File: src/rtl/vrt_pkg.sv
// Shared constants and types for the voxel ray traversal block.
`default_nettype none
package vrt_pkg;

   localparam int COORD_BITS    = 16;
   localparam int MAX_RESULTS   = 64;
   localparam int CNT_BITS      = $clog2(MAX_RESULTS + 1);
   localparam int CMP_BITS      = (COORD_BITS > CNT_BITS) ? COORD_BITS : CNT_BITS;
   localparam int ACC_BITS      = COORD_BITS + CNT_BITS;
   localparam int MAXP_BITS     = 7;
   localparam int CSR_ADDR_BITS = 3;
   localparam int CSR_DATA_BITS = 32;

   localparam logic [MAXP_BITS-1:0] MAXP_RESET = MAXP_BITS'(64);

   typedef enum logic [0:0] {
      REG_MAX_POINTS = 1'b0
   } reg_index_type;

   // Classified ray as handed from the front end to the stepper.
   typedef struct packed {
      logic [2:0][COORD_BITS-1:0] start;
      logic [2:0][COORD_BITS-1:0] span;
      logic [2:0]                 neg;
   } ray_type;

endpackage
`default_nettype wire

File: src/rtl/vrt_if.sv
// Ray request and voxel response channel interfaces.
`default_nettype none
interface vrt_req_if;
   import vrt_pkg::*;
   logic                         valid;
   logic                         ready;
   logic signed [COORD_BITS-1:0] start_x;
   logic signed [COORD_BITS-1:0] start_y;
   logic signed [COORD_BITS-1:0] start_z;
   logic signed [COORD_BITS-1:0] end_x;
   logic signed [COORD_BITS-1:0] end_y;
   logic signed [COORD_BITS-1:0] end_z;

   modport source (output valid, start_x, start_y, start_z, end_x, end_y, end_z,
                   input ready);
   modport sink   (input valid, start_x, start_y, start_z, end_x, end_y, end_z,
                   output ready);
endinterface

interface vrt_rsp_if;
   import vrt_pkg::*;
   logic                         valid;
   logic                         ready;
   logic signed [COORD_BITS-1:0] voxel_x;
   logic signed [COORD_BITS-1:0] voxel_y;
   logic signed [COORD_BITS-1:0] voxel_z;
   logic                         last;
   logic                         reached_end;

   modport source (output valid, voxel_x, voxel_y, voxel_z, last, reached_end,
                   input ready);
   modport sink   (input valid, voxel_x, voxel_y, voxel_z, last, reached_end,
                   output ready);
endinterface
`default_nettype wire

File: src/rtl/voxel_ray_traversal_3d.sv
// Top level of the 3D voxel ray traversal block.
// A ray beat carries integer start and end voxels; the block emits the start
// voxel and then one voxel per axis step until the end voxel or the point limit
// (max_points, clamped to 1..64) is reached, flagging the final beat with last
// and, if the end was reached, reached_end. A ray with start equal to end is
// taken and emits nothing. The stepper produces one voxel per cycle when the
// response side is ready, and loads each ray from the two-entry ray queue
// before it steps it; the front end keeps taking rays while the queue has
// room. Axis choice uses running cross products, so no multiplier sits in
// the step loop.
`default_nettype none
module voxel_ray_traversal_3d (
   input  logic                              clock,
   input  logic                              reset,
   vrt_req_if.sink                           req_beat,
   vrt_rsp_if.source                         rsp_beat,
   input  logic                              csr_psel,
   input  logic                              csr_penable,
   input  logic                              csr_pwrite,
   input  logic [vrt_pkg::CSR_ADDR_BITS-1:0] csr_paddr,
   input  logic [vrt_pkg::CSR_DATA_BITS-1:0] csr_pwdata,
   output logic [vrt_pkg::CSR_DATA_BITS-1:0] csr_prdata,
   output logic                              csr_pready
);
   import vrt_pkg::*;

   logic [MAXP_BITS-1:0] max_points_ff, max_points_in;
   logic                 csr_hit;
   logic                 q_full, q_push, q_pop, q_valid;
   ray_type              front_ray, queue_ray;

   assign csr_hit    = (reg_index_type'(csr_paddr[2]) == REG_MAX_POINTS);
   assign csr_pready = 1'b1;

   always_comb begin
      max_points_in = max_points_ff;
      if (csr_psel && csr_penable && csr_pwrite && csr_hit) begin
         max_points_in = csr_pwdata[MAXP_BITS-1:0];
      end
   end

   always_ff @(posedge clock) begin
      if (reset) begin
         max_points_ff <= MAXP_RESET;
      end else begin
         max_points_ff <= max_points_in;
      end
   end

   assign csr_prdata = csr_hit ? CSR_DATA_BITS'(max_points_ff) : '0;

   vrt_front u_front (
      .req  (req_beat),
      .full (q_full),
      .push (q_push),
      .ray  (front_ray)
   );

   vrt_queue u_queue (
      .clock   (clock),
      .reset   (reset),
      .push    (q_push),
      .ray_in  (front_ray),
      .full    (q_full),
      .pop     (q_pop),
      .q_valid (q_valid),
      .ray_out (queue_ray)
   );

   vrt_back u_back (
      .clock      (clock),
      .reset      (reset),
      .max_points (max_points_ff),
      .q_valid    (q_valid),
      .ray        (queue_ray),
      .pop        (q_pop),
      .rsp        (rsp_beat)
   );

endmodule
`default_nettype wire

File: src/rtl/vrt_front.sv
// Front end: accepts ray beats, computes per-axis span and direction, drops null rays.
`default_nettype none
module vrt_front (
   vrt_req_if.sink          req,
   input  logic             full,
   output logic             push,
   output vrt_pkg::ray_type ray
);
   import vrt_pkg::*;

   logic [2:0][COORD_BITS-1:0] start_c;
   logic [2:0][COORD_BITS-1:0] end_c;
   logic                       null_ray;

   assign start_c = {req.start_z, req.start_y, req.start_x};
   assign end_c   = {req.end_z, req.end_y, req.end_x};

   always_comb begin
      logic [COORD_BITS:0] d;
      logic [COORD_BITS:0] mag;
      ray.start = start_c;
      ray.span  = '0;
      ray.neg   = '0;
      for (int a = 0; a < 3; a++) begin
         d = {end_c[a][COORD_BITS-1], end_c[a]} - {start_c[a][COORD_BITS-1], start_c[a]};
         mag = d[COORD_BITS] ? (~d + 1'b1) : d;
         ray.neg[a]  = d[COORD_BITS];
         ray.span[a] = mag[COORD_BITS-1:0];
      end
   end

   // start == end on all axes emits nothing: take the beat and drop it
   assign null_ray  = (ray.span == '0);
   assign req.ready = !full;
   assign push      = req.valid && !full && !null_ray;

endmodule
`default_nettype wire

File: src/rtl/vrt_queue.sv
// Two-entry ray queue between front end and stepper.
`default_nettype none
module vrt_queue (
   input  logic             clock,
   input  logic             reset,
   input  logic             push,
   input  vrt_pkg::ray_type ray_in,
   output logic             full,
   input  logic             pop,
   output logic             q_valid,
   output vrt_pkg::ray_type ray_out
);
   import vrt_pkg::*;

   ray_type    entry_ff [2];
   logic       wr_ptr_ff, wr_ptr_in;
   logic       rd_ptr_ff, rd_ptr_in;
   logic [1:0] count_ff, count_in;
   logic       do_push, do_pop;

   assign full    = (count_ff == 2'd2);
   assign q_valid = (count_ff != 2'd0);
   assign ray_out = entry_ff[rd_ptr_ff];
   assign do_push = push && !full;
   assign do_pop  = pop && q_valid;

   always_comb begin
      wr_ptr_in = do_push ? !wr_ptr_ff : wr_ptr_ff;
      rd_ptr_in = do_pop ? !rd_ptr_ff : rd_ptr_ff;
      count_in  = count_ff;
      if (do_push && !do_pop) begin
         count_in = count_ff + 2'd1;
      end else if (do_pop && !do_push) begin
         count_in = count_ff - 2'd1;
      end
   end

   always_ff @(posedge clock) begin
      if (reset) begin
         wr_ptr_ff <= 1'b0;
         rd_ptr_ff <= 1'b0;
         count_ff  <= 2'd0;
      end else begin
         wr_ptr_ff <= wr_ptr_in;
         rd_ptr_ff <= rd_ptr_in;
         count_ff  <= count_in;
      end
   end

   always_ff @(posedge clock) begin
      if (do_push) begin
         entry_ff[wr_ptr_ff] <= ray_in;
      end
   end

`ifndef SYNTH
   a_count_range: assert property (@(posedge clock) disable iff (reset)
      count_ff <= 2'd2)
      else $error("queue count out of range");
`endif

endmodule
`default_nettype wire

File: src/rtl/vrt_back.sv
// Stepper: walks one voxel per cycle, when the response side is ready, using incremental cross products.
`default_nettype none
module vrt_back (
   input  logic                          clock,
   input  logic                          reset,
   input  logic [vrt_pkg::MAXP_BITS-1:0] max_points,
   input  logic                          q_valid,
   input  vrt_pkg::ray_type              ray,
   output logic                          pop,
   vrt_rsp_if.source                     rsp
);
   import vrt_pkg::*;

   typedef enum logic [1:0] {
      AXIS_X = 2'd0,
      AXIS_Y = 2'd1,
      AXIS_Z = 2'd2
   } axis_type;

   logic                       busy_ff, busy_in;
   logic [2:0][COORD_BITS-1:0] pos_ff, pos_in;
   logic [2:0][COORD_BITS-1:0] span_ff, span_in;
   logic [2:0]                 neg_ff, neg_in;
   logic [2:0][CNT_BITS-1:0]   k_ff, k_in;
   logic [CNT_BITS-1:0]        cnt_ff, cnt_in;
   // p_ab = k_a * span_b, kept as running sums
   logic [ACC_BITS-1:0]        pxy_ff, pxy_in, pxz_ff, pxz_in;
   logic [ACC_BITS-1:0]        pyx_ff, pyx_in, pyz_ff, pyz_in;
   logic [ACC_BITS-1:0]        pzx_ff, pzx_in, pzy_ff, pzy_in;

   logic                       rsp_valid_ff, rsp_valid_in;
   logic [2:0][COORD_BITS-1:0] vox_ff, vox_in;
   logic                       last_ff, last_in;
   logic                       reached_ff, reached_in;

   logic [CNT_BITS-1:0]        lim;
   logic [CNT_BITS-1:0]        cnt_next;
   logic [2:0]                 k_done;
   logic                       at_end, stop, advance;
   logic                       tl_xy, tl_xz, tl_yz;
   axis_type                   ax;

   function automatic logic t_less(input logic [COORD_BITS-1:0] da,
                                   input logic [COORD_BITS-1:0] db,
                                   input logic [ACC_BITS-1:0]   pab,
                                   input logic [ACC_BITS-1:0]   pba);
      logic r;
      if (da == '0) begin
         r = 1'b0;
      end else if (db == '0) begin
         r = 1'b1;
      end else begin
         r = (pab < pba);
      end
      return r;
   endfunction

   always_comb begin
      if (max_points == '0) begin
         lim = CNT_BITS'(1);
      end else if (MAXP_BITS'(max_points) > MAXP_BITS'(MAX_RESULTS)) begin
         lim = CNT_BITS'(MAX_RESULTS);
      end else begin
         lim = CNT_BITS'(max_points);
      end
   end

   always_comb begin
      for (int a = 0; a < 3; a++) begin
         k_done[a] = (CMP_BITS'(k_ff[a]) == CMP_BITS'(span_ff[a]));
      end
   end

   assign at_end   = &k_done;
   assign cnt_next = cnt_ff + 1'b1;
   assign stop     = at_end || (cnt_next >= lim);
   assign advance  = busy_ff && (!rsp_valid_ff || rsp.ready);
   assign pop      = !busy_ff && q_valid;

   assign tl_xy = t_less(span_ff[0], span_ff[1], pxy_ff, pyx_ff);
   assign tl_xz = t_less(span_ff[0], span_ff[2], pxz_ff, pzx_ff);
   assign tl_yz = t_less(span_ff[1], span_ff[2], pyz_ff, pzy_ff);

   always_comb begin
      if (tl_xy) begin
         ax = tl_xz ? AXIS_X : AXIS_Z;
      end else begin
         ax = tl_yz ? AXIS_Y : AXIS_Z;
      end
   end

   always_comb begin
      busy_in      = busy_ff;
      pos_in       = pos_ff;
      span_in      = span_ff;
      neg_in       = neg_ff;
      k_in         = k_ff;
      cnt_in       = cnt_ff;
      pxy_in       = pxy_ff;
      pxz_in       = pxz_ff;
      pyx_in       = pyx_ff;
      pyz_in       = pyz_ff;
      pzx_in       = pzx_ff;
      pzy_in       = pzy_ff;
      rsp_valid_in = rsp_valid_ff && !rsp.ready;
      vox_in       = vox_ff;
      last_in      = last_ff;
      reached_in   = reached_ff;

      if (pop) begin
         busy_in = 1'b1;
         pos_in  = ray.start;
         span_in = ray.span;
         neg_in  = ray.neg;
         k_in    = '0;
         cnt_in  = '0;
         pxy_in  = '0;
         pxz_in  = '0;
         pyx_in  = '0;
         pyz_in  = '0;
         pzx_in  = '0;
         pzy_in  = '0;
      end else if (advance) begin
         rsp_valid_in = 1'b1;
         vox_in       = pos_ff;
         last_in      = stop;
         reached_in   = stop && at_end;
         cnt_in       = cnt_next;
         if (stop) begin
            busy_in = 1'b0;
         end else begin
            unique case (ax)
               AXIS_X: begin
                  pos_in[0] = neg_ff[0] ? pos_ff[0] - 1'b1 : pos_ff[0] + 1'b1;
                  k_in[0]   = k_ff[0] + 1'b1;
                  pxy_in    = pxy_ff + ACC_BITS'(span_ff[1]);
                  pxz_in    = pxz_ff + ACC_BITS'(span_ff[2]);
               end
               AXIS_Y: begin
                  pos_in[1] = neg_ff[1] ? pos_ff[1] - 1'b1 : pos_ff[1] + 1'b1;
                  k_in[1]   = k_ff[1] + 1'b1;
                  pyx_in    = pyx_ff + ACC_BITS'(span_ff[0]);
                  pyz_in    = pyz_ff + ACC_BITS'(span_ff[2]);
               end
               AXIS_Z: begin
                  pos_in[2] = neg_ff[2] ? pos_ff[2] - 1'b1 : pos_ff[2] + 1'b1;
                  k_in[2]   = k_ff[2] + 1'b1;
                  pzx_in    = pzx_ff + ACC_BITS'(span_ff[0]);
                  pzy_in    = pzy_ff + ACC_BITS'(span_ff[1]);
               end
               default: begin
                  k_in = k_ff;
               end
            endcase
         end
      end
   end

   always_ff @(posedge clock) begin
      if (reset) begin
         busy_ff      <= 1'b0;
         rsp_valid_ff <= 1'b0;
      end else begin
         busy_ff      <= busy_in;
         rsp_valid_ff <= rsp_valid_in;
      end
   end

   always_ff @(posedge clock) begin
      pos_ff     <= pos_in;
      span_ff    <= span_in;
      neg_ff     <= neg_in;
      k_ff       <= k_in;
      cnt_ff     <= cnt_in;
      pxy_ff     <= pxy_in;
      pxz_ff     <= pxz_in;
      pyx_ff     <= pyx_in;
      pyz_ff     <= pyz_in;
      pzx_ff     <= pzx_in;
      pzy_ff     <= pzy_in;
      vox_ff     <= vox_in;
      last_ff    <= last_in;
      reached_ff <= reached_in;
   end

   assign rsp.valid       = rsp_valid_ff;
   assign rsp.voxel_x     = vox_ff[0];
   assign rsp.voxel_y     = vox_ff[1];
   assign rsp.voxel_z     = vox_ff[2];
   assign rsp.last        = last_ff;
   assign rsp.reached_end = reached_ff;

`ifndef SYNTH
   a_reached_is_last: assert property (@(posedge clock) disable iff (reset)
      rsp_valid_ff && reached_ff |-> last_ff)
      else $error("reached_end set on a beat that is not last");
   a_count_below_limit: assert property (@(posedge clock) disable iff (reset)
      busy_ff |-> cnt_ff < lim)
      else $error("emitted more voxels than the point limit");
   a_no_overshoot: assert property (@(posedge clock) disable iff (reset)
      busy_ff |-> (CMP_BITS'(k_ff[0]) <= CMP_BITS'(span_ff[0])) &&
                  (CMP_BITS'(k_ff[1]) <= CMP_BITS'(span_ff[1])) &&
                  (CMP_BITS'(k_ff[2]) <= CMP_BITS'(span_ff[2])))
      else $error("axis stepped past its span");
   a_pop_starts_ray: assert property (@(posedge clock) disable iff (reset)
      pop |=> busy_ff && cnt_ff == '0)
      else $error("ray popped without starting a run");
`endif

endmodule
`default_nettype wire

File: src/flat_wrapper.sv
// flat-port wrapper written by rule: the top's interface ports become plain ports
module voxel_ray_traversal_3d_flat import vrt_pkg::*;
  (clock, reset, csr_psel, csr_penable, csr_pwrite, csr_paddr, csr_pwdata, csr_prdata, csr_pready, req_beat_valid, req_beat_start_x, req_beat_start_y, req_beat_start_z, req_beat_end_x, req_beat_end_y, req_beat_end_z, req_beat_ready, rsp_beat_valid, rsp_beat_voxel_x, rsp_beat_voxel_y, rsp_beat_voxel_z, rsp_beat_last, rsp_beat_reached_end, rsp_beat_ready);
  vrt_req_if req_beat_i ();
  vrt_rsp_if rsp_beat_i ();
  input  logic clock;
  input  logic reset;
  input  logic csr_psel;
  input  logic csr_penable;
  input  logic csr_pwrite;
  input  logic [vrt_pkg::CSR_ADDR_BITS-1:0] csr_paddr;
  input  logic [vrt_pkg::CSR_DATA_BITS-1:0] csr_pwdata;
  output logic [vrt_pkg::CSR_DATA_BITS-1:0] csr_prdata;
  output logic csr_pready;
  input wire logic [$bits(req_beat_i.valid)-1:0] req_beat_valid;
  input wire logic [$bits(req_beat_i.start_x)-1:0] req_beat_start_x;
  input wire logic [$bits(req_beat_i.start_y)-1:0] req_beat_start_y;
  input wire logic [$bits(req_beat_i.start_z)-1:0] req_beat_start_z;
  input wire logic [$bits(req_beat_i.end_x)-1:0] req_beat_end_x;
  input wire logic [$bits(req_beat_i.end_y)-1:0] req_beat_end_y;
  input wire logic [$bits(req_beat_i.end_z)-1:0] req_beat_end_z;
  output wire logic [$bits(req_beat_i.ready)-1:0] req_beat_ready;
  output wire logic [$bits(rsp_beat_i.valid)-1:0] rsp_beat_valid;
  output wire logic [$bits(rsp_beat_i.voxel_x)-1:0] rsp_beat_voxel_x;
  output wire logic [$bits(rsp_beat_i.voxel_y)-1:0] rsp_beat_voxel_y;
  output wire logic [$bits(rsp_beat_i.voxel_z)-1:0] rsp_beat_voxel_z;
  output wire logic [$bits(rsp_beat_i.last)-1:0] rsp_beat_last;
  output wire logic [$bits(rsp_beat_i.reached_end)-1:0] rsp_beat_reached_end;
  input wire logic [$bits(rsp_beat_i.ready)-1:0] rsp_beat_ready;
  assign req_beat_i.valid = req_beat_valid;
  assign req_beat_i.start_x = req_beat_start_x;
  assign req_beat_i.start_y = req_beat_start_y;
  assign req_beat_i.start_z = req_beat_start_z;
  assign req_beat_i.end_x = req_beat_end_x;
  assign req_beat_i.end_y = req_beat_end_y;
  assign req_beat_i.end_z = req_beat_end_z;
  assign req_beat_ready = req_beat_i.ready;
  assign rsp_beat_valid = rsp_beat_i.valid;
  assign rsp_beat_voxel_x = rsp_beat_i.voxel_x;
  assign rsp_beat_voxel_y = rsp_beat_i.voxel_y;
  assign rsp_beat_voxel_z = rsp_beat_i.voxel_z;
  assign rsp_beat_last = rsp_beat_i.last;
  assign rsp_beat_reached_end = rsp_beat_i.reached_end;
  assign rsp_beat_i.ready = rsp_beat_ready;
  voxel_ray_traversal_3d u_core (.clock(clock), .reset(reset), .req_beat(req_beat_i), .rsp_beat(rsp_beat_i), .csr_psel(csr_psel), .csr_penable(csr_penable), .csr_pwrite(csr_pwrite), .csr_paddr(csr_paddr), .csr_pwdata(csr_pwdata), .csr_prdata(csr_prdata), .csr_pready(csr_pready));
endmodule
File: config.mk
export PLATFORM = sky130hd
export DESIGN_NAME = voxel_ray_traversal_3d_flat
export DESIGN_NICKNAME = d
export VERILOG_FILES = /design/src/rtl/vrt_pkg.sv /design/src/rtl/vrt_if.sv /design/src/rtl/voxel_ray_traversal_3d.sv /design/src/rtl/vrt_front.sv /design/src/rtl/vrt_queue.sv /design/src/rtl/vrt_back.sv /design/src/flat_wrapper.sv
export SDC_FILE = /design/constraint.sdc
export NUM_CORES = 1
export LEC_CHECK = 0
export ABC_CLOCK_PERIOD_IN_PS = 16700
export BUFFER_PORTS_ARGS = -buffer_cell sky130_fd_sc_hd__buf_2
export CORE_AREA = 3 3 288 290
export DETAILED_ROUTE_END_ITERATION = 16
export DIE_AREA = 0 0 291 293
export GPL_TIMING_DRIVEN = 0
export PLACE_DENSITY = 0.62
export SLEW_MARGIN = 20
export SYNTH_ARGS = -nofsm -noshare
export SYNTH_HDL_FRONTEND = slang
export SYNTH_SLANG_ARGS = --single-unit
File: constraint.sdc
create_clock -name clock -period 16.7 [get_ports clock]
set_clock_uncertainty 0.15 [all_clocks]
set_input_delay 3.34 -clock clock [delete_from_list [all_inputs] [get_ports clock]]
set_output_delay 3.34 -clock clock [all_outputs]
set_load 0.01 [all_outputs]
-- Word level (Yosys, flattened, before mapping)
Memories as Yosys holds them, arrays and structs flattened. A register that Yosys moved wholly into a read port is not among the register bits.
Index checks and enable logic that the tools add are counted.
- bitwise gates (word level): 6
- mux-type cells: 35
- reduce and logical (&&, ||, !) cells: 46
- add/sub/neg operators: 24
- equality and inequality tests: 7
- magnitude comparators: 5
- operators with widths (kind ; count):
    16-bit 2-to-1 mux ; 9
    48-bit 2-to-1 mux ; 3
    23-bit by 16-bit adder with 23-bit output ; 6
    16-bit by 1-bit adder with 16-bit output, second input constant ; 6
    23-bit less-than comparator ; 3
    16-bit by 16-bit subtractor with 17-bit output ; 3
    7-bit by 16-bit == test with 1-bit output ; 3
    16-bit zero test ; 3
    48-bit zero test ; 1
    16-bit inverter ; 3
    16-bit by 1-bit subtractor with 16-bit output, second input constant ; 3
    7-bit by 1-bit adder with 7-bit output, second input constant ; 4
    7-bit 2-to-1 mux ; 3
    3-bit AND reduction ; 7
    1-bit 2-to-1 mux ; 15
    2-bit nonzero test ; 7
    1-bit logical AND ; 13
    2-bit 2-to-1 mux ; 5
    1-bit zero test ; 9
    7-bit >= comparator ; 1
    7-bit greater-than comparator, second input constant ; 1
    7-bit zero test ; 1
    2-bit == test, second input constant ; 2
    2-bit AND reduction ; 2
    other kinds (7) ; 10
- input bits: 138
- memories kept: 1
- register bits after elaboration: 328
- output and inout bits: 85
- word-level logic and storage cells: 152
- memory bits (writable): 198
- memories (memory ; depth ; bits a word ; read ports ; clocked after Yosys merged registers in ; wr ports ; RTL line ; text):
    u_core.u_queue.entry_ff ; 2 ; 99 ; 1 ; 1 ; 1 ; vrt_queue.sv:15 ; ray_type entry_ff [2];

-- Logic depth before layout (Yosys ltp)
Gate-level depths: netlist (run 1).
- word-level depth: 12
- gate-level depth with buffers: 22
- depth with buffers taken out: 20

-- Hierarchy
A second synthesis (run 1) with hierarchy kept.
- cells, all modules: 3231
- area total of the unflattened synthesis: 32250.9 um^2
- modules (own cells, without submodules) (module ; instances ; sequential area each (um^2) ; area an instance (um^2) ; cells an instance):
    vrt_back ; 1 ; 7837.5 ; 19572.5 ; 2136
    vrt_queue ; 1 ; 6045.8 ; 7392.1 ; 333
    vrt_front ; 1 ; 0.0 ; 4704.5 ; 696
    voxel_ray_traversal_3d ; 1 ; 140.1 ; 581.8 ; 66

-- Worst setup path after synthesis (run 1)
OpenSTA, ideal clock, no wires.
- kind: input to register
- start point: in req_beat_end_z[0]
- end point: mem u_core.u_queue.entry_ff[0][0] (netlist name) (enable)
- slack: 2.275 ns
- cell stages on the path: 18
- buffers on the path: 2
- library setup time: 0.704 ns
- arrival: 13.572 ns
- data required time: 15.846 ns
- cell sequence: inv_1 -> ha_1 -> inv_1 -> fa_1 -> a21oi_2 -> o2111ai_2 -> a311oi_2 -> o311ai_1 -> and2_1 -> clkbuf_1 -> inv_2 -> buf_1 -> o21ai_0 -> xnor2_1 -> nor3_1 -> o2111ai_1 -> nor3_1 -> a211oi_1
- RTL lines (what ; RTL line ; text):
    start, declared ; flat_wrapper.sv:21 ; input wire logic [$bits(req_beat_i.end_z)-1:0] req_beat_end_z;
    end, declared ; vrt_queue.sv:15 ;

==> parameters.txt, run 1 <==
Parameter                              Value

Run status
  Result of the run    complete, no violations

Power
  Total power density per cell area    210.4 nW/um2
  Worst IR drop on VDD    0.2089 mV
  Net switching power    3539 uW
  Pint    4176 uW
  Static leakage    0.01444 uW
  Sw frac    45.87%
  Part of the total power dissipated in sequential elements    30.3%
  Clk pwr share    17.5%
  Part of the power in combinational logic    52.3%

Job
  Max-cap viol count    0

Drt
  Number of DRC markers after the initial detailed-route iteration    1971
  Antenna-violating nets left    0
  Drc violations    0
  Overall via count from detail_route    25487
  Wire per inst    20.81 um
  DRT Wirelength    95860 um
  DRT Pass-1 Iters    5
  Vias per cell    5.533

Synthesis
  Number of synthesis warnings    0
  Simple-Gate Fraction of Synth Area    14.39%
  Xor-xnor portion of the synthesized cell area    5.279%
  Instance count of the mapped netlist    3223
  Sequential fraction of the synthesis area    43.64%
  Library cell with the largest summed area after synthesis    edfxtp_1
  Number of synthesized flops with an enable pin    347
  Top post-synthesis cells by area    edfxtp_1 32%, dfxtp_1 11%, ha_1 10%
  Synthesized cell area    32140 um2
  Compound-gate portion of the synthesized area    16.41%
  Library cells used by synthesis    99
  Mean instance size in the synthesized netlist    9.971 um2
  Most numerous cell in the Yosys netlist    edfxtp_1
  Main synth FF type    edfxtp_1
  Ranking of synthesized cells by instance count    347 x edfxtp_1, 267 x ha_1, 250 x a21oi_1
  Fraction of synthesis flops using an asynchronous set or reset pin    0%
  Register bit total from synthesis    527
  Combinational family with the most area after synthesis    compound AO/OA/AOI/OAI gates
  Proportion of synthesized area in mux cells    4.621%
  Fraction of synthesized cell area taken by the top area cell type    32.42%
  Arithmetic-cell share of the synthesized area counting full adders, half adders and majority gates    11.14%

STA
  Count of final setup violators    0
  Final setup TNS    0 ps
  Final count of hold timing violations    0
  Worst-margin pin slew    1157 ps
  Maximum clock frequency    0.1123 GHz
  Final critical delay including setup and external delays    8904 ps
  Final slew viol count    0
  Max-slew headroom    22.84%
  Final critical-path setup slack    7796 ps
  RSZ-0062 raised after global routing    false
  Share of the clock period used by the worst path    53.32%

Floorplan
  Area of the die    85260 um2
  Top-level I/O count    223
  Area of the core    80550 um2
  Die Width    291 um
  Overall die height    293 um
  Core Rows    104
  Starting utilization of the core area    39.90%

Clock network
  CTS clk-pin slew, worst paths    60 ps
  Clock tree buffer depth    3
  Depth of the CTS H-tree    2
  Number of buffers added by the clock tree synthesis step    59
  Sinks on Clock Net    527
  Post-CTS Setup Inserts    0
  Root buf cell    clkbuf_16
  Insertion delay of the later-clocked pin in the worst-skew pair    650 ps
  Clock tree from TritonCTS    yes
  Post-cts sizing count    0
  Hold buffer count at cts    0

Worst setup path
  Crit path kind    in -> reg
  Critical Path Fanout Max    11
  Crit path buffers/inverters    6
  Kind of cell adding the most delay to the critical path    compound AO/OA/AOI/OAI gates
  Worst path max stage delay    780 ps
  CP arrival    9320 ps
  Element type at the critical path end    flop
  Slowest CP cell    nor3_1
  Ordered cell list for the critical path    buf_2 -> inv_1 -> ha_1 -> inv_1 -> fa_1 -> a21oi_2 -> o2111ai_2 -> a311oi_2 -> o311ai_1 -> and2_1 -> clkbuf_1 -> inv_2 -> buf_1 -> o21ai_0 -> o31ai_1 -> o2111ai_1 -> nor3_1 -> a21oi_1 -> ha_1 -> or3_1 -> a21oi_1
  Required @ worst endpoint    17110 ps
  Kind of start point of the critical path    input pin

Place
  DP Worst Slack    7306 ps
  Port Buffers    169
  Hpwl dp    72840 um
  Cell Area, Placed    34650 um2
  Final Wtd Congestion    0.9226

Layout
  Final instance area    36670 um2
  Net count reported at finish    3911
  Fraction of the core area covered by cells at the end of the flow    45.52%
  Signed area change from the synthesized netlist to the final layout    14.10%
  Share of cells above drive strength 1    11.54%

GRT
  Global-route wire length before repair    143700 um
  Initial antenna violation count    7
  Largest net degree at the start of global routing    58
  Total congestion overflow after global routing    0
  Vias in the first global route    24000
  Global router's overall resource usage    21.78%

Worst hold path
  Classification of the worst-slack hold path    reg -> reg
[logic make-up (layout without fill, tap and decap cells)]
group                    Yosys count  count (layout)
AO/OA/AOI/OAI                    807             807
XOR/XNOR                         192             192
AND/OR/NAND/NOR                  918             918
multiplexers                     142             142
flip-flops                       527             527
other                              2              29
buffers and inverters            356             652
adder cells (fa/ha/maj)          279             279
[layout by cell type, fill, tap and decap left out, types with 18 or more instances in the layout]
cell type and instances:
nor4_1 26, or3_1 46, xnor2_1 124, mux2i_1 91, ha_1 267, nor2_1 216
nor3_1 62, a21oi_1 250, a211oi_1 32, clkbuf_16 59, and2_1 22, o21a_1 41
mux2_2 51, nand3_1 93, buf_4 26, o211ai_1 28, a31oi_1 24, and3_1 22
buf_2 173, a21boi_0 18, nor2b_1 39, o31ai_1 43, a21o_1 65, edfxtp_1 347
nand4_1 35, o21ai_0 157, inv_1 227, xor2_1 66, conb_1 26, nand2_1 218
clkbuf_1 90, nand2b_1 40, or4_1 21, dfxtp_1 180
[sequential cells by signal, indices dropped and copies added (netlist names), 7 cells and up, named ones only]
name / cells
u_core.u_back.pzy_ff: 23
u_core.u_queue.entry_ff: 198
u_core.max_points_ff: 7
u_core.u_back.rsp.voxel_y: 16
u_core.u_back.cnt_ff: 7
u_core.u_back.pxy_ff: 23
u_core.u_back.rsp.voxel_z: 16
u_core.u_back.pzx_ff: 23
u_core.u_back.span_ff: 48
u_core.u_back.pyx_ff: 23
u_core.u_back.pos_ff: 48
u_core.u_back.pyz_ff: 23
u_core.u_back.pxz_ff: 23
u_core.u_back.rsp.voxel_x: 16
u_core.u_back.k_ff: 21
[final cells by class]
| class | instances | area (um2) |
|---|---|---|
| clock buffer | 76 | 1600 |
| fill | 7574 | 43880 |
| timing repair buffer | 186 | 1065 |
| inverter | 230 | 868.3 |
| buffer | 126 | 586.8 |
| multi-input combinational | 2364 | 16780 |
| antenna | 3 | 7.507 |
| clock inverter | 34 | 407.9 |
| tap | 1060 | 1326 |
| sequential | 527 | 14020 |
[worst register-to-register path, delay by kind of cell (launching register included)]
family,cells,cell delay [ps]
flops,1,610
simple gates,8,3030
buf+inv,2,1420
compound gates,2,780
[layer usage]
metal	GRT usage (%)	up-vias	part of all wire (%)
li1	-	12376	-
met1	30.67	12090	45
met2	33.77	847	43
met3	3.492	172	7.8
met4	8.269	2	4.0
met5	0	-	0.0094
[path summary, 6_finish.rpt]
path	start	endpoint	slack [ps]	cells after the start
min reg2reg	u_core.u_back.pos_ff[36]	u_core.u_back.rsp.voxel_z[4]	310	0
max	req_beat_end_z[0]	u_core.u_queue.count_ff[1]	7800	21
min	u_core.u_back.pos_ff[36]	u_core.u_back.rsp.voxel_z[4]	310	0
max reg2reg	u_core.u_back.span_ff[28]	u_core.u_back.pos_ff[16]	10220	12
[metrics by stage]
step	instances	power, uW	hold slack [ps]
floorplan	3247	4940	283.4
global placement	4476	6264	290.9
detailed placement	4493	6300	294.4
CTS	4603	7677	305.3
global route	4605	8205	317.5
finish	4606	7715	307.1
[power groups by stage]
stage	sequential [uW]	clock, uW	combinational, uW
2_1_floorplan	2200	0	2740
3_5_place_dp	2350	0	3950
6_report	2340	1350	4030
5_1_grt	2360	1420	4420
4_1_cts	2320	1370	3980
3_3_place_gp	2400	0	3860
Power figures use the tool's default switching activity.
==> run 2, diff against run 1 <==
- ABC_CLOCK_PERIOD_IN_PS: 16700 -> 8900
- clock period: 16.7 -> 8.9 ns (I/O delays scaled with it)
==> run 2 against run 1 <==
Setup slack got worse by 6100 ps. Clock power up 96%. Wire length decreased by 0.44%. Register-to-register slack worse by 8200 ps. Sequential share of layout area shrank 0.14 points. Hold slack gained 1.8 ps. Final cell count hardly changed.
==> parameters.txt, run 2 (same netlist as run 1, synthesis figures left out) <==
Parameter                              Value

Worst setup path
  Launch point of the worst path    req_beat_end_z[0]
  Element type at the critical path end    flop
  Kind of start point of the critical path    input pin
  Number of cell instances on the worst register-to-register path    13 (+1)
  Critical Path Fanout Max    11 (unchanged)
  Required @ worst endpoint    9340 ps (-7770 ps)
  Crit Reg-Reg Startpoint    u_core.u_back.span_ff[45]
  Crit path kind    in -> reg
  CP arrival    7600 ps (-1720 ps)

Clock network
  Post-CTS Setup Inserts    0 (unchanged)
  Depth of the CTS H-tree    2 (unchanged)
  Clock tree buffer depth    3 (unchanged)
  Insertion delay of the later-clocked pin in the worst-skew pair    650 ps (about the same)
  Clock tree from TritonCTS    yes
  Hold buffer count at cts    0 (unchanged)
  Sinks on Clock Net    527 (unchanged)
  Post-cts sizing count    0 (unchanged)
  CTS clk-pin slew, worst paths    60 ps (about the same)
  Number of buffers added by the clock tree synthesis step    59 (unchanged)
  Root buf cell    clkbuf_16

Layout
  Register name with the most flops    u_core.u_queue.entry_ff
  Filler-free cell count of the finished design    4608 (+0.043%)
  Multi-input logic area    16780 um2 (unchanged)
  Layout filler cell count    7639 (+0.86%)
  Final instance area    36800 um2 (+0.36%)
  Area occupied by registers    14020 um2 (unchanged)
  Most frequent cells in the layout    347 x edfxtp_1, 267 x ha_1, 250 x a21oi_1
  Most frequent standard cell in the layout excluding fill and tap cells    edfxtp_1
  Flip-flop count of the largest register after layout    198 (unchanged)
  Net count reported at finish    3913 (+0.051%)
  Signed area change from the synthesized netlist to the final layout    14.51%
  Share of cells above drive strength 1    11.85% (+0.30 points)
  Registers with the highest flip-flop counts    u_core.u_queue.entry_ff x198, u_core.u_back.pos_ff x48, u_core.u_back.span_ff x48

Floorplan
  Area of the die    85260 um2 (unchanged)
  Starting utilization of the core area    39.90% (unchanged)
  Overall die height    293 um (unchanged)
  Die Width    291 um (unchanged)
  Core Rows    104 (unchanged)
  Area of the core    80550 um2 (unchanged)
  Top-level I/O count    223 (unchanged)

Power
  Worst IR drop on VDD    0.2395 mV (+15%)
  Total power density per cell area    394.7 nW/um2 (+88%)
  Net switching power    6562 uW (+85%)
  Pint    7964 uW (+91%)
  Part of the power in combinational logic    52.2% (about the same)
  Static leakage    0.01452 uW (+0.53%)
  Clk pwr share    18.2% (+0.7 points)
  Part of the total power dissipated in sequential elements    29.6% (-0.7 points)
  Sw frac    45.17% (-0.70 points)

STA
  Final critical delay including setup and external delays    7161 ps
  Final slew viol count    0 (unchanged)
  Final count of hold timing violations    0 (unchanged)
  Count of final setup violators    0 (unchanged)
  Share of the clock period used by the worst path    80.46%
  Max-slew headroom    25.40% (+2.6 points)
  Worst-margin pin slew    1119 ps (-38.47 ps)
  Maximum clock frequency    0.1396 GHz
  RSZ-0062 raised after global routing    false

Place
  Cell Area, Placed    34680 um2 (about the same)
  Dpl cells    4495 (+0.045%)
  Port Buffers    169 (unchanged)
  Hpwl dp    73420 um (+0.80%)
  Final Wtd Congestion    0.9004 (-2.4%)

Drt
  Drc violations    0 (unchanged)
  DRT Pass-1 Iters    5 (unchanged)
  Wire per inst    20.71 um (-0.49%)
  Vias per cell    5.529 (about the same)
  Antenna-violating nets left    0 (unchanged)
  DRT Wirelength    95430 um (-0.44%)
  Number of DRC markers after the initial detailed-route iteration    1942 (-1.5%)
  Overall via count from detail_route    25478 (-0.035%)

GRT
  Total congestion overflow after global routing    0 (unchanged)
  Global-route wire length before repair    143800 um (about the same)
  Initial antenna violation count    8 (+1)
  Vias in the first global route    23801 (-0.83%)
  Largest net degree at the start of global routing    48 (-17%)
  Global router's overall resource usage    21.71% (-0.073 points)

Worst hold path
  Start point of the worst hold path    u_core.u_back.pos_ff[21]
  Classification of the worst-slack hold path    reg -> reg
  Hold depth    0 (unchanged)

Job
  Max-cap viol count    0 (unchanged)

Run status
  Result of the run    complete, no violations
[run 2: worst paths after layout]
path                            slack, ps                            to
worst max-delay path                 1740    u_core.u_queue.count_ff[1]
worst min-delay path                  310  u_core.u_back.rsp.voxel_y[5]
worst max register to register       2060      u_core.u_back.pos_ff[16]
worst min register to register        310  u_core.u_back.rsp.voxel_y[5]
[run 2: critical path, stage by stage]
cell and delay [ps]:
buf_2 120, inv_1 60, ha_1 160, inv_1 50, fa_1 420, a21oi_2 240, o2111ai_2 210, a311oi_2 490
o311ai_1 220, and2_1 200, clkbuf_1 190, inv_2 200, buf_1 430, o21ai_0 210, xnor2_1 220, nor3_1 230
o2111ai_1 190, nor3_1 740, a21oi_1 320, ha_1 420, or3_1 350, a21oi_1 140
[run 2: metal layers]
layer	track usage, %	up-vias	wire, um
li1	-	12406	-
met1	31.06	12119	43890
met2	34.03	815	41740
met3	3.416	136	7178
met4	6.312	2	2608
met5	0	-	13
[run 2: through the flow]
stage / hold WS (ps) / utilization (%) / TNS [ps] / total power, uW / setup WS, ps
finish: 308.9 / 45.69 / 0 / 14530 / 1739
global route: 296.9 / 45.68 / 0 / 15460 / 1502
CTS: 295.4 / 45.68 / 0 / 14460 / 1846
detailed placement: 293.6 / 43.05 / 0 / 11760 / 1203
global placement: 290.8 / 42.72 / -826750 / 11660 / -4145
floorplan: 283.4 / - / -106280 / 9246 / -536.7
[run 2: layout make-up]
class                      count  area share (%)
clock buffer                  69           4.223
tap                         1060           3.604
antenna                        3         0.02040
sequential                   527           38.11
buffer                       126           1.601
clock inverter                41           1.530
timing repair buffer         188           2.958
multi-input combinational   2364           45.61
inverter                     230           2.349
[run 2: power groups by stage]
stage | Clock (uW) | Combinational (uW) | Sequential (uW)
3_3_place_gp | 0 | 7270 | 4390
6_report | 2650 | 7580 | 4300
5_1_grt | 2790 | 8310 | 4350
2_1_floorplan | 0 | 5140 | 4110
3_5_place_dp | 0 | 7420 | 4330
4_1_cts | 2700 | 7480 | 4290
